--- config.mk ---
export PLATFORM = sky130hd
export DESIGN_NAME = api_frame_receive_parser_core_flat
export DESIGN_NICKNAME = d
export VERILOG_FILES = /design/src/sv/afrp_pkg.sv /design/src/sv/afrp_if.sv /design/src/sv/afrp_in_reg.sv /design/src/sv/afrp_parse.sv /design/src/sv/api_frame_receive_parser_core.sv /design/src/flat_wrapper.sv
export SDC_FILE = /design/constraint.sdc
export NUM_CORES = 1
export LEC_CHECK = 0
export ABC_AREA = 1
export ABC_CLOCK_PERIOD_IN_PS = 4200
export BUFFER_PORTS_ARGS = -buffer_cell sky130_fd_sc_hd__buf_4
export CELL_PAD_IN_SITES_DETAIL_PLACEMENT = 0
export CELL_PAD_IN_SITES_GLOBAL_PLACEMENT = 1
export CORE_MARGIN = 10
export CORE_UTILIZATION = 46
export CTS_BUF_LIST = sky130_fd_sc_hd__clkbuf_2
export CTS_CLUSTER_DIAMETER = 200
export DETAILED_ROUTE_END_ITERATION = 16
export PLACE_DENSITY = 0.91
export SLEW_MARGIN = 25
export SYNTH_ARGS = -nofsm -noshare
export SYNTH_HDL_FRONTEND = slang
export SYNTH_SLANG_ARGS = --single-unit
--- constraint.sdc ---
create_clock -name i_clk -period 4.2 [get_ports i_clk]
set_clock_uncertainty 0.05 [all_clocks]
set_input_delay 0.21 -clock i_clk [delete_from_list [all_inputs] [get_ports i_clk]]
set_output_delay 0.21 -clock i_clk [all_outputs]
set_load 0.01 [all_outputs]
--- src/sv/afrp_pkg.sv ---
// shared types and constants for the api frame receive parser
package afrp_pkg;

    // field widths
    localparam int unsigned BYTE_W    = 8;
    localparam int unsigned INDEX_W   = 16;
    localparam int unsigned KIND_W    = 2;
    localparam int unsigned TIMEOUT_W = 16;

    // protocol constants
    localparam logic [BYTE_W-1:0]    START_DELIM     = 8'h7E;
    localparam logic [BYTE_W-1:0]    SUM_GOOD        = 8'hFF;
    localparam logic [TIMEOUT_W-1:0] TIMEOUT_DEFAULT = 16'd1000;

    // input mode codes
    localparam logic MODE_BYTE = 1'b0;
    localparam logic MODE_TICK = 1'b1;

    // result kind codes
    localparam logic [KIND_W-1:0] KIND_PAYLOAD = 2'd0;
    localparam logic [KIND_W-1:0] KIND_GOOD    = 2'd1;
    localparam logic [KIND_W-1:0] KIND_BAD     = 2'd2;
    localparam logic [KIND_W-1:0] KIND_TIMEOUT = 2'd3;

    // parser phase codes
    localparam int unsigned PHASE_W = 3;
    localparam logic [PHASE_W-1:0] PH_HUNT   = 3'd0;
    localparam logic [PHASE_W-1:0] PH_LEN_HI = 3'd1;
    localparam logic [PHASE_W-1:0] PH_LEN_LO = 3'd2;
    localparam logic [PHASE_W-1:0] PH_DATA   = 3'd3;

    // one input request
    typedef struct packed {
        logic              mode;
        logic [BYTE_W-1:0] rx_byte;
    } t_item;

    // input stage as seen by the parser
    typedef struct packed {
        logic  valid;
        t_item item;
    } t_stage;

endpackage

--- src/sv/afrp_if.sv ---
// valid/ready channel interfaces for input requests and result requests
interface afrp_in_if;
    import afrp_pkg::*;
    logic              valid;
    logic              ready;
    logic              mode;
    logic [BYTE_W-1:0] rx_byte;

    modport source (output valid, output mode, output rx_byte, input ready);
    modport sink   (input valid, input mode, input rx_byte, output ready);
endinterface

interface afrp_out_if;
    import afrp_pkg::*;
    logic               valid;
    logic               ready;
    logic [KIND_W-1:0]  kind;
    logic [BYTE_W-1:0]  payload_byte;
    logic [INDEX_W-1:0] byte_index;

    modport source (output valid, output kind, output payload_byte, output byte_index,
                    input ready);
    modport sink   (input valid, input kind, input payload_byte, input byte_index,
                    output ready);
endinterface

--- src/sv/afrp_in_reg.sv ---
// input register stage holding one request for the parser
module afrp_in_reg
    import afrp_pkg::*;
(
    input  logic        i_clk,
    input  logic        i_rst_n,
    afrp_in_if.sink     i_in,
    input  logic        i_take,
    output t_stage      o_stage
);

    logic  r_valid;
    t_item r_item;

    // accept when empty or when the held request leaves this cycle
    assign i_in.ready = !r_valid || i_take;

    // valid flag
    always_ff @(posedge i_clk) begin
        if (!i_rst_n) begin
            r_valid <= 1'b0;
        end else if (i_in.valid && i_in.ready) begin
            r_valid <= 1'b1;
        end else if (i_take) begin
            r_valid <= 1'b0;
        end
    end

    // payload
    always_ff @(posedge i_clk) begin
        if (i_in.valid && i_in.ready) begin
            r_item.mode    <= i_in.mode;
            r_item.rx_byte <= i_in.rx_byte;
        end
    end

    assign o_stage.valid = r_valid;
    assign o_stage.item  = r_item;

endmodule

--- src/sv/afrp_parse.sv ---
// frame parser state and result register
module afrp_parse
    import afrp_pkg::*;
#(
    parameter int unsigned TIMER_BITS = 16
)(
    input  logic                 i_clk,
    input  logic                 i_rst_n,
    input  t_stage               i_stage,
    input  logic [TIMEOUT_W-1:0] i_timeout_ticks,
    output logic                 o_take,
    afrp_out_if.source           o_out
);

    localparam int unsigned CMP_W = (TIMER_BITS > TIMEOUT_W) ? TIMER_BITS : TIMEOUT_W;
    localparam logic [TIMER_BITS-1:0] TIMER_MAX = {TIMER_BITS{1'b1}};

    logic [PHASE_W-1:0]    r_phase,   n_phase;
    logic [BYTE_W-1:0]     r_len_hi,  n_len_hi;
    logic [INDEX_W-1:0]    r_frame_len, n_frame_len;
    logic [INDEX_W-1:0]    r_taken,   n_taken;
    logic [BYTE_W-1:0]     r_sum,     n_sum;
    logic [TIMER_BITS-1:0] r_elapsed, n_elapsed;

    logic                  r_out_valid;
    logic [KIND_W-1:0]     r_kind,    n_kind;
    logic [BYTE_W-1:0]     r_pbyte,   n_pbyte;
    logic [INDEX_W-1:0]    r_index,   n_index;

    logic                  yields;
    logic                  advance;
    logic                  fire;
    logic [TIMER_BITS-1:0] tick_count;
    logic [BYTE_W-1:0]     sum_add;

    // saturating tick count and timeout test
    assign tick_count = (r_elapsed == TIMER_MAX) ? r_elapsed : r_elapsed + 1'b1;
    assign fire = (CMP_W'(tick_count) >= CMP_W'(i_timeout_ticks)) || (tick_count == TIMER_MAX);
    assign sum_add = r_sum + i_stage.item.rx_byte;

    // does the held request produce a result
    always_comb begin
        if (i_stage.item.mode == MODE_TICK) begin
            yields = (r_phase != PH_HUNT) && fire;
        end else begin
            yields = (r_phase == PH_DATA);
        end
    end

    // move on when the result slot can take the result, if any
    assign advance = i_stage.valid && (!yields || !r_out_valid || o_out.ready);
    assign o_take  = advance;

    // next state and result
    always_comb begin
        n_phase     = r_phase;
        n_len_hi    = r_len_hi;
        n_frame_len = r_frame_len;
        n_taken     = r_taken;
        n_sum       = r_sum;
        n_elapsed   = r_elapsed;
        n_kind      = KIND_PAYLOAD;
        n_pbyte     = '0;
        n_index     = r_taken;
        if (i_stage.item.mode == MODE_TICK) begin
            if (r_phase != PH_HUNT) begin
                n_elapsed = tick_count;
                if (fire) begin
                    n_kind  = KIND_TIMEOUT;
                    n_phase = PH_HUNT;
                end
            end
        end else begin
            unique case (r_phase)
                PH_LEN_HI: begin
                    n_len_hi = i_stage.item.rx_byte;
                    n_phase  = PH_LEN_LO;
                end
                PH_LEN_LO: begin
                    n_frame_len = {r_len_hi, i_stage.item.rx_byte};
                    n_phase     = ({r_len_hi, i_stage.item.rx_byte} == '0) ? PH_HUNT : PH_DATA;
                end
                PH_DATA: begin
                    n_sum = sum_add;
                    if (r_taken < r_frame_len) begin
                        n_kind  = KIND_PAYLOAD;
                        n_pbyte = i_stage.item.rx_byte;
                        n_index = r_taken;
                        n_taken = r_taken + 1'b1;
                    end else begin
                        n_kind  = (sum_add == SUM_GOOD) ? KIND_GOOD : KIND_BAD;
                        n_index = r_frame_len;
                        n_phase = PH_HUNT;
                    end
                end
                default: begin
                    n_phase = PH_HUNT;
                    if (i_stage.item.rx_byte == START_DELIM) begin
                        n_phase   = PH_LEN_HI;
                        n_taken   = '0;
                        n_sum     = '0;
                        n_elapsed = '0;
                    end
                end
            endcase
        end
    end

    // parser state
    always_ff @(posedge i_clk) begin
        if (!i_rst_n) begin
            r_phase     <= PH_HUNT;
            r_len_hi    <= '0;
            r_frame_len <= '0;
            r_taken     <= '0;
            r_sum       <= '0;
            r_elapsed   <= '0;
        end else if (advance) begin
            r_phase     <= n_phase;
            r_len_hi    <= n_len_hi;
            r_frame_len <= n_frame_len;
            r_taken     <= n_taken;
            r_sum       <= n_sum;
            r_elapsed   <= n_elapsed;
        end
    end

    // result valid flag
    always_ff @(posedge i_clk) begin
        if (!i_rst_n) begin
            r_out_valid <= 1'b0;
        end else if (advance && yields) begin
            r_out_valid <= 1'b1;
        end else if (o_out.ready) begin
            r_out_valid <= 1'b0;
        end
    end

    // result payload
    always_ff @(posedge i_clk) begin
        if (advance && yields) begin
            r_kind  <= n_kind;
            r_pbyte <= n_pbyte;
            r_index <= n_index;
        end
    end

    assign o_out.valid        = r_out_valid;
    assign o_out.kind         = r_kind;
    assign o_out.payload_byte = r_pbyte;
    assign o_out.byte_index   = r_index;

    // a produced result always shows up next cycle
    a_result_shown: assert property (@(posedge i_clk) disable iff (!i_rst_n)
        advance && yields |=> r_out_valid)
        else $error("result request lost");

    // a stalled result is never overwritten
    a_no_overwrite: assert property (@(posedge i_clk) disable iff (!i_rst_n)
        r_out_valid && !o_out.ready |-> !(advance && yields))
        else $error("stalled result overwritten");

    // any frame end sends the parser back to hunting
    a_end_hunts: assert property (@(posedge i_clk) disable iff (!i_rst_n)
        advance && yields && (n_kind != KIND_PAYLOAD) |=> r_phase == PH_HUNT)
        else $error("frame end did not return to hunting");

endmodule

--- src/sv/api_frame_receive_parser_core.sv ---
// top level of the api frame receive parser
// Usage:
//   i_in carries input requests: mode 0 is a received serial byte in rx_byte,
//   mode 1 is one time tick. o_out carries result requests: kind 0 is a
//   payload byte with its index, kind 1 a good frame, kind 2 a bad checksum,
//   kind 3 a timeout; byte_index then holds the frame length or the count of
//   payload bytes taken. i_cfg_we with i_cfg_wdata sets the timeout in ticks,
//   counted from the start delimiter; write it only while the block is idle.
// Results: an accepted request waits in the input register, and the parse
//   logic loads its result into the result register when it advances.
// Throughput: one request per cycle while no result is stalled; the single
//   pass through the phase logic and the 8-bit checksum add sets that figure.
// Reset: i_rst_n low for one clock clears both stages, puts the parser in
//   delimiter hunt and loads the timeout with 1000.
// Stall: while o_out.ready is low a held result waits; requests that make
//   no result keep flowing, and one that makes a result waits in the input
//   register, so i_in.ready drops only when that register is also full.
module api_frame_receive_parser_core
    import afrp_pkg::*;
#(
    parameter int unsigned TIMER_BITS = 16
)(
    input  logic                 i_clk,
    input  logic                 i_rst_n,
    afrp_in_if.sink              i_in,
    afrp_out_if.source           o_out,
    input  logic                 i_cfg_we,
    input  logic [TIMEOUT_W-1:0] i_cfg_wdata
);

    logic [TIMEOUT_W-1:0] r_timeout;
    t_stage               stage;
    logic                 take;

    // timeout register
    always_ff @(posedge i_clk) begin
        if (!i_rst_n) begin
            r_timeout <= TIMEOUT_DEFAULT;
        end else if (i_cfg_we) begin
            r_timeout <= i_cfg_wdata;
        end
    end

    // input register stage
    afrp_in_reg u_in_reg (
        .i_clk   (i_clk),
        .i_rst_n (i_rst_n),
        .i_in    (i_in),
        .i_take  (take),
        .o_stage (stage)
    );

    // parser and result register
    afrp_parse #(
        .TIMER_BITS (TIMER_BITS)
    ) u_parse (
        .i_clk           (i_clk),
        .i_rst_n         (i_rst_n),
        .i_stage         (stage),
        .i_timeout_ticks (r_timeout),
        .o_take          (take),
        .o_out           (o_out)
    );

endmodule

--- src/flat_wrapper.sv ---
// flat-port wrapper written by rule: the top's interface ports become plain ports
module api_frame_receive_parser_core_flat import afrp_pkg::*;
#(
    parameter int unsigned TIMER_BITS = 16
)
  (i_clk, i_rst_n, i_cfg_we, i_cfg_wdata, i_in_valid, i_in_mode, i_in_rx_byte, i_in_ready, o_out_valid, o_out_kind, o_out_payload_byte, o_out_byte_index, o_out_ready);
  afrp_in_if i_in_i ();
  afrp_out_if o_out_i ();
  input  logic i_clk;
  input  logic i_rst_n;
  input  logic i_cfg_we;
  input  logic [TIMEOUT_W-1:0] i_cfg_wdata;
  input wire logic [$bits(i_in_i.valid)-1:0] i_in_valid;
  input wire logic [$bits(i_in_i.mode)-1:0] i_in_mode;
  input wire logic [$bits(i_in_i.rx_byte)-1:0] i_in_rx_byte;
  output wire logic [$bits(i_in_i.ready)-1:0] i_in_ready;
  output wire logic [$bits(o_out_i.valid)-1:0] o_out_valid;
  output wire logic [$bits(o_out_i.kind)-1:0] o_out_kind;
  output wire logic [$bits(o_out_i.payload_byte)-1:0] o_out_payload_byte;
  output wire logic [$bits(o_out_i.byte_index)-1:0] o_out_byte_index;
  input wire logic [$bits(o_out_i.ready)-1:0] o_out_ready;
  assign i_in_i.valid = i_in_valid;
  assign i_in_i.mode = i_in_mode;
  assign i_in_i.rx_byte = i_in_rx_byte;
  assign i_in_ready = i_in_i.ready;
  assign o_out_valid = o_out_i.valid;
  assign o_out_kind = o_out_i.kind;
  assign o_out_payload_byte = o_out_i.payload_byte;
  assign o_out_byte_index = o_out_i.byte_index;
  assign o_out_i.ready = o_out_ready;
  api_frame_receive_parser_core #(.TIMER_BITS(TIMER_BITS)) u_core (.i_clk(i_clk), .i_rst_n(i_rst_n), .i_in(i_in_i), .o_out(o_out_i), .i_cfg_we(i_cfg_we), .i_cfg_wdata(i_cfg_wdata));
endmodule
==> impl_metrics.py, run 1 <==
metrics = {
    "critical_path": {
        "ff2ff_path_depth": 24,
        "critPathMaxFanout": 5,
        "timing.rr.end": "u_core.u_parse.r_elapsed[13]",
        "crit_start": "u_core.u_parse.r_elapsed[0]",
        "crit_path_end": "i_in_ready",
        "endpoint_kind": "output port",
        "worstPathArrival_ns": 3.54,
        "critPathRequiredTime_ns": 3.94,
        "reg2reg_from": "u_core.u_parse.r_elapsed[0]",
        "reg2reg_slack_ns": 0.48,
        "critPathKind": "reg -> out",
        "startpoint_type": "flip-flop",
    },
    "route": {
        "ant_nets": 0,
        "vias": 6287,
        "dr.pass1.iters": 6,
        "drt-total-wl_um": 18000,
        "dr.first_iter.drc_count": 444,
        "drc": 0,
        "vias_per_cell": 5.10,
        "wire_per_inst_um": 14.6,
    },
    "floorplanning": {
        "core_um2": 14500,
        "io_pins": 58,
        "initial_core_util_pct": 47.0,
        "core.rowCount": 44,
        "fp.dieH_um": 142,
        "dieArea_um2": 20100,
        "die_w_um": 142,
    },
    "placed_design": {
        "portBuffers": 57,
        "post-dp-hpwl_um": 12400,
        "place_area_um2": 7370,
        "gp_congestion": 0.874,
        "dp.cells": 1139,
    },
    "power_and_ir_drop": {
        "powerDensity_nw_per_um2": 267,
        "p_leak_nw": 3.55,
        "peakVddDrop_v": 0.000289,
    },
    "final_layout": {
        "fillers": 1395,
        "syn_to_final_growth_pct": 20.6,
        "final_layout_size_suffix_gt1_share_pct": 12.6,
        "layout_common_cells": "nand2_1, inv_1, nor2_1",
        "mostFrequentLayoutCell": "nand2_1",
        "final_cell_area_um2": 8230,
        "instances_no_fill": 1233,
        "fin_nets": 1111,
        "post-route-util_pct": 56.7,
    },
    "sta": {
        "min_period_over_period_pct": 90.6,
        "min_period_ns": 3.80,
        "grt_setup_unrepaired": "false",
        "setup_viol": 0,
        "setup_tns_ns": 0,
        "timing.hold.ws_ns": 0.198,
        "max_freq_mhz": 263,
        "slew_violations": 0,
        "relSlewSlack_pct": 38.8,
        "worst_pin_slew_ns": 0.918,
        "finalHoldViolations": 0,
    },
    "clock_tree": {
        "insertion_delay_ns": 0.69,
        "cts_sinks": 119,
        "cts_max_level": 4,
        "post-cts-setup-buffers": 0,
        "cts_buffers": 17,
        "clkTransAtPathRegs_ns": 0.21,
        "clockBufferDepth": 2,
        "root_buffer": "clkbuf_2",
        "cts_tree": "yes",
    },
    "synth": {
        "synth_nets": 1001,
        "synth_seq_area_share_pct": 40.0,
        "synth_edf_count": 35,
        "synth_area_um2": 6830,
        "ys_ff_latch": 119,
        "synthArstFlopShare_pct": 0,
        "synth_ff_type": "dfxtp_1",
        "syn_avg_cell_area_um2": 7.38,
        "yosysWarningCount": 0,
        "ys_types": 39,
        "synthCells": 925,
    },
    "global_routing": {
        "grt_pass1_wl_um": 29800,
        "grt_overflow_total": 0,
        "grt_usage_pct": 18.2,
        "first_global_vias": 5966,
        "antenna_found_initial": 1,
        "grt_start_max_net_pins": 58,
    },
    "run": {
        "maxCapViolCount": 0,
    },
    "worst_hold_path": {
        "min_path_type": "in -> reg",
    },
    "run_status": {
        "outcome": "finished clean",
    },
}
worst max-delay path: stages (launching register included):
cell	delay (ns)
dfxtp_2	0.41
ha_2	0.24
nand2_2	0.08
nor2_4	0.15
nand4_1	0.20
nand2_1	0.11
nand2_1	0.12
ha_1	0.32
a21oi_1	0.07
o21ai_0	0.14
nand2_1	0.07
nand3_1	0.10
nand3_1	0.07
nand2_1	0.06
nor2_1	0.04
nand2_1	0.10
nand2_2	0.07
nand2_2	0.10
nand3_1	0.18
buf_4	0.22
cell families (layout without fill, tap and decap cells):
family,after synthesis,count (layout),share of synthesized area (%)
AND/OR/NAND/NOR,421,421,27.1
adder cells (fa/ha/maj),46,46,8.54
AO/OA/AOI/OAI,160,160,13.0
other,0,1,0
flip-flops,119,119,40.0
XOR/XNOR,13,13,1.67
buffers and inverters,166,289,9.73
cell usage after synthesis, types with 13 or more instances:
| master | count | area share (%) |
|---|---|---|
| ha_1 | 45 | 8.2 |
| dfxtp_1 | 84 | 25 |
| o21bai_1 | 13 | 1.4 |
| edfxtp_1 | 35 | 15 |
| inv_1 | 130 | 7.1 |
| a21oi_1 | 80 | 5.9 |
| clkbuf_1 | 20 | 1.1 |
| nor2_1 | 88 | 4.8 |
| o21ai_0 | 48 | 3.5 |
| nand3_1 | 69 | 5.1 |
| nand2_1 | 215 | 12 |
registers in the layout, summed over array words and instances (netlist names), 2 cells and up:
register	cells
u_core.r_timeout	16
u_core.u_in_reg.o_stage	9
u_core.u_parse.o_out.byte_index	16
u_core.u_parse.o_out.kind	2
u_core.u_parse.o_out.payload_byte	8
u_core.u_parse.r_elapsed	16
u_core.u_parse.r_frame_len	16
u_core.u_parse.r_len_hi	8
u_core.u_parse.r_phase	2
u_core.u_parse.r_sum	8
u_core.u_parse.r_taken	16
where the power goes:
part / switching [mW] / internal [mW] / total, mW / leakage, nW
combinational: 0.111 / 0.101 / 0.212 / 2.37
clock: 0.477 / 0.281 / 0.758 / 0.147
sequential: 0.0247 / 1.20 / 1.23 / 1.03
repair_timing:
action	CTS	global route
endpoints found under the setup margin	0	7
gates resized for setup	0	4
hold buffers	61	0
hold endpoints to repair	45	0
metrics by stage:
| step | total power, mW | setup WS, ns |
|---|---|---|
| after floorplan | 1.35 | 0.913 |
| after global placement | 1.40 | 0.566 |
| after detailed placement | 1.40 | 0.470 |
| after CTS | 2.21 | 0.232 |
| after global routing | 2.29 | 0.0361 |
| final | 2.20 | 0.396 |
routing by layer:
layer  GRT usage (%)  wire length [um]  up-vias
met3            4.81               929       18
li1                -                 -     3237
met4            5.43               238        0
met2            31.4              8950      155
met1            21.6              7870     2877
met5               0                 0        -
worst min-delay path by stage:
stage | from | to | slack, ns | depth (start not counted)
4_1_cts | i_in_rx_byte[7] | u_core.u_in_reg.o_stage[7] | 0.13 | 2
3_3_place_gp | i_in_rx_byte[0] | u_core.u_in_reg.o_stage[0] | 0.34 | 1
6_report | i_in_rx_byte[4] | u_core.u_in_reg.o_stage[4] | 0.20 | 2
2_1_floorplan | i_in_rx_byte[0] | u_core.u_in_reg.o_stage[0] | 0.26 | 0
5_1_grt | i_in_rx_byte[4] | u_core.u_in_reg.o_stage[4] | 0.10 | 2
3_5_place_dp | i_in_rx_byte[7] | u_core.u_in_reg.o_stage[7] | 0.34 | 1
cell type report:
cell class / instances / area [um^2] / area share, %
Clock inverter: 14 / 149 / 1.81
Timing Repair Buffer: 122 / 1070 / 13.0
Antenna cell: 1 / 2.50 / 0.0304
Inverter: 135 / 512 / 6.21
Clock buffer: 18 / 90.1 / 1.09
Multi-Input combinational cell: 640 / 3450 / 41.9
Tap cell: 184 / 230 / 2.80
Sequential cell: 119 / 2740 / 33.2
Note: power is estimated with default switching activity, not from simulation.
==> inputs of run 2 (changes only) <==
--- a/config.mk
+++ b/config.mk
@@ -6,7 +6,7 @@
 export NUM_CORES = 1
 export LEC_CHECK = 0
 export ABC_AREA = 1
-export ABC_CLOCK_PERIOD_IN_PS = 4200
+export ABC_CLOCK_PERIOD_IN_PS = 3900
 export BUFFER_PORTS_ARGS = -buffer_cell sky130_fd_sc_hd__buf_4
 export CELL_PAD_IN_SITES_DETAIL_PLACEMENT = 0
 export CELL_PAD_IN_SITES_GLOBAL_PLACEMENT = 1
==> constraint.sdc (replaced) <==
create_clock -name i_clk -period 3.9 [get_ports i_clk]
set_clock_uncertainty 0.05 [all_clocks]
set_input_delay 0.195 -clock i_clk [delete_from_list [all_inputs] [get_ports i_clk]]
set_output_delay 0.195 -clock i_clk [all_outputs]
set_load 0.01 [all_outputs]
==> run 2 against run 1 <==
Net effect:
- setup slack worse by 0.18 ns
- combinational power increased by 9%
- wire length fell by 0.16%
- clock power up 7.9%
- final area grew 1.3%
- non-clock buffer count up 7
- flip-flop and latch count unchanged
- core utilization grew 0.72 points
- clock-buffer cell count unchanged
- critical endpoint unchanged
- largest cell class unchanged
- largest power group unchanged
==> impl_metrics.py, run 2 (synthesis results as in run 1) <==
metrics = {
    "global_routing": {
        "met1_usage_pct": 21.9,
        "gr-usage-met3_pct": 4.54,
        "first_global_vias": 6069,
        "grt_pass1_wl_um": 29800,
        "antenna_found_initial": 1,
        "grt_start_max_net_pins": 58,
        "grt_busiest_layer": "met2",
        "grtUsageMet2_pct": 31.2,
        "grt_usage_pct": 18.2,
        "grt_overflow_total": 0,
    },
    "power_and_ir_drop": {
        "p_int_mw": 1.71,
        "power_switching_uw": 663,
        "netSwitchingFraction_pct": 28.0,
        "p_leak_nw": 3.59,
        "p_clk_share_pct": 34.5,
        "power_mw": 2.37,
        "seqPwrFrac_pct": 55.7,
        "p_comb_share_pct": 9.8,
        "peakVddDrop_v": 0.000207,
        "powerDensity_nw_per_um2": 284,
    },
    "sta": {
        "setup_viol": 0,
        "min_period_ns": 3.68,
        "finalHoldViolations": 0,
        "slew_violations": 0,
        "max_freq_mhz": 272,
        "worst_pin_slew_ns": 0.859,
        "setup_tns_ns": 0,
        "relSlewSlack_pct": 42.7,
        "min_period_over_period_pct": 94.4,
    },
    "route": {
        "vias": 6324,
        "dr.pass1.iters": 6,
        "drt-total-wl_um": 18000,
        "drc": 0,
        "dr.first_iter.drc_count": 334,
        "wire_per_inst_um": 14.5,
        "vias_per_cell": 5.10,
        "ant_nets": 0,
    },
    "floorplanning": {
        "core_um2": 14500,
        "io_pins": 58,
        "fp.dieH_um": 142,
        "die_w_um": 142,
        "dieArea_um2": 20100,
        "core.rowCount": 44,
        "initial_core_util_pct": 47.0,
    },
    "clock_tree": {
        "clkTransAtPathRegs_ns": 0.21,
        "root_buffer": "clkbuf_2",
        "cts_buffers": 17,
        "cts_sinks": 119,
        "clockBufferDepth": 2,
        "cts_max_level": 4,
        "insertion_delay_ns": 0.72,
        "cts_tree": "yes",
    },
    "worst_hold_path": {
        "hp-start": "i_in_rx_byte[7]",
        "min_path_type": "in -> reg",
    },
    "critical_path": {
        "worstPathArrival_ns": 3.44,
        "slowest_stage": "dfxtp_4",
        "critPathRequiredTime_ns": 3.65,
        "crit_start": "u_core.u_parse.r_elapsed[0]",
        "startpoint_type": "flip-flop",
        "path_cells": "ha_4, nand2_2, nor2_4, nand4_1, nand2_1, nand2_1, ha_1, a21oi_1, o21ai_1, nand2_1, nand3_1, nand3_1, nand2_1, nor2_1, nand2_1, nand2_2, nand2_2, nand3_2, buf_4",
        "reg2reg_from": "u_core.u_parse.r_elapsed[0]",
        "endpoint_kind": "output port",
        "critPathMaxFanout": 5,
        "critPathKind": "reg -> out",
        "cp_slowest_stage_delay_ns": 0.42,
        "cpMostUsedCell": "nand2_1",
    },
    "final_layout": {
        "fin_nets": 1118,
        "instances_no_fill": 1240,
        "layout_common_cells": "nand2_1, inv_1, nor2_1",
        "syn_to_final_growth_pct": 22.1,
        "mostFrequentLayoutCell": "nand2_1",
        "final_layout_size_suffix_gt1_share_pct": 14.3,
    },
    "run": {
        "maxCapViolCount": 0,
    },
    "run_status": {
        "outcome": "finished clean",
    },
    "placed_design": {
        "post-dp-hpwl_um": 12300,
        "gp_congestion": 0.867,
        "dp.cells": 1144,
        "portBuffers": 57,
    },
}
run 2: power groups by stage:
stage          combinational (mW)  clock [mW]  sequential [mW]
6_report                    0.231       0.818             1.32
2_1_floorplan               0.119           0             1.33
5_1_grt                     0.259       0.898             1.32
3_5_place_dp                0.168           0             1.35
3_3_place_gp                0.166           0             1.34
4_1_cts                     0.222       0.842             1.32
run 2: metrics by stage:
| step | worst slack (ns) | hold slack, ns | instance area (um^2) | util (%) |
|---|---|---|---|---|
| floorplan | 0.613 | 0.244 | 6830 | - |
| global placement | 0.263 | 0.324 | 7410 | 51.0 |
| detailed placement | 0.161 | 0.327 | 7410 | 51.0 |
| CTS | 0.0383 | 0.0903 | 8270 | 56.9 |
| global route | -0.0560 | 0.0785 | 8340 | 57.4 |
| finish | 0.219 | 0.158 | 8340 | 57.4 |
run 2: path summary, 6_finish.rpt:
kind	end	cells past startpoint	slack, ns
worst min register to register	u_core.u_parse.r_frame_len[3]	2	0.43
worst max register to register	u_core.u_parse.o_out.byte_index[0]	23	0.27
worst min-delay path	u_core.u_in_reg.o_stage[7]	2	0.16
worst max-delay path	i_in_ready	19	0.22
run 2: metal layers:
layer  vias up  routed length (um)
li1       3257                   -
met1      2884                7790
met2       160                8990
met3        23                 948
met4         0                 235
met5         -                   0
run 2: critical path, delay by kind of cell (launching register included):
family	cells	cell delay [ns]
flip-flops	1	0.42
adder cells (fa/ha/maj)	2	0.47
AND/OR/NAND/NOR	14	1.44
AO/OA/AOI/OAI	2	0.25
buffers and inverters	1	0.14
run 2: final cells by class:
cell class | count | area, um^2
clock buffers | 18 | 90.1
well taps | 184 | 230
multi-input cells | 640 | 3480
clock inverters | 14 | 148
repair buffers | 129 | 1130
inverters | 135 | 514
fillers | 1355 | 6190
flip-flops and latches | 119 | 2750
diodes | 1 | 2.50
run 2: what timing repair did:
| item | in CTS | in global routing |
|---|---|---|
| setup buffers | 0 | 2 |
| resized for setup | 4 | 17 |
| setup endpoints to repair | 1 | 48 |
| hold endpoints to repair | 53 | 0 |
| hold buffers | 61 | 0 |
| pin swaps | 0 | 1 |
| gates cloned | 0 | 0 |
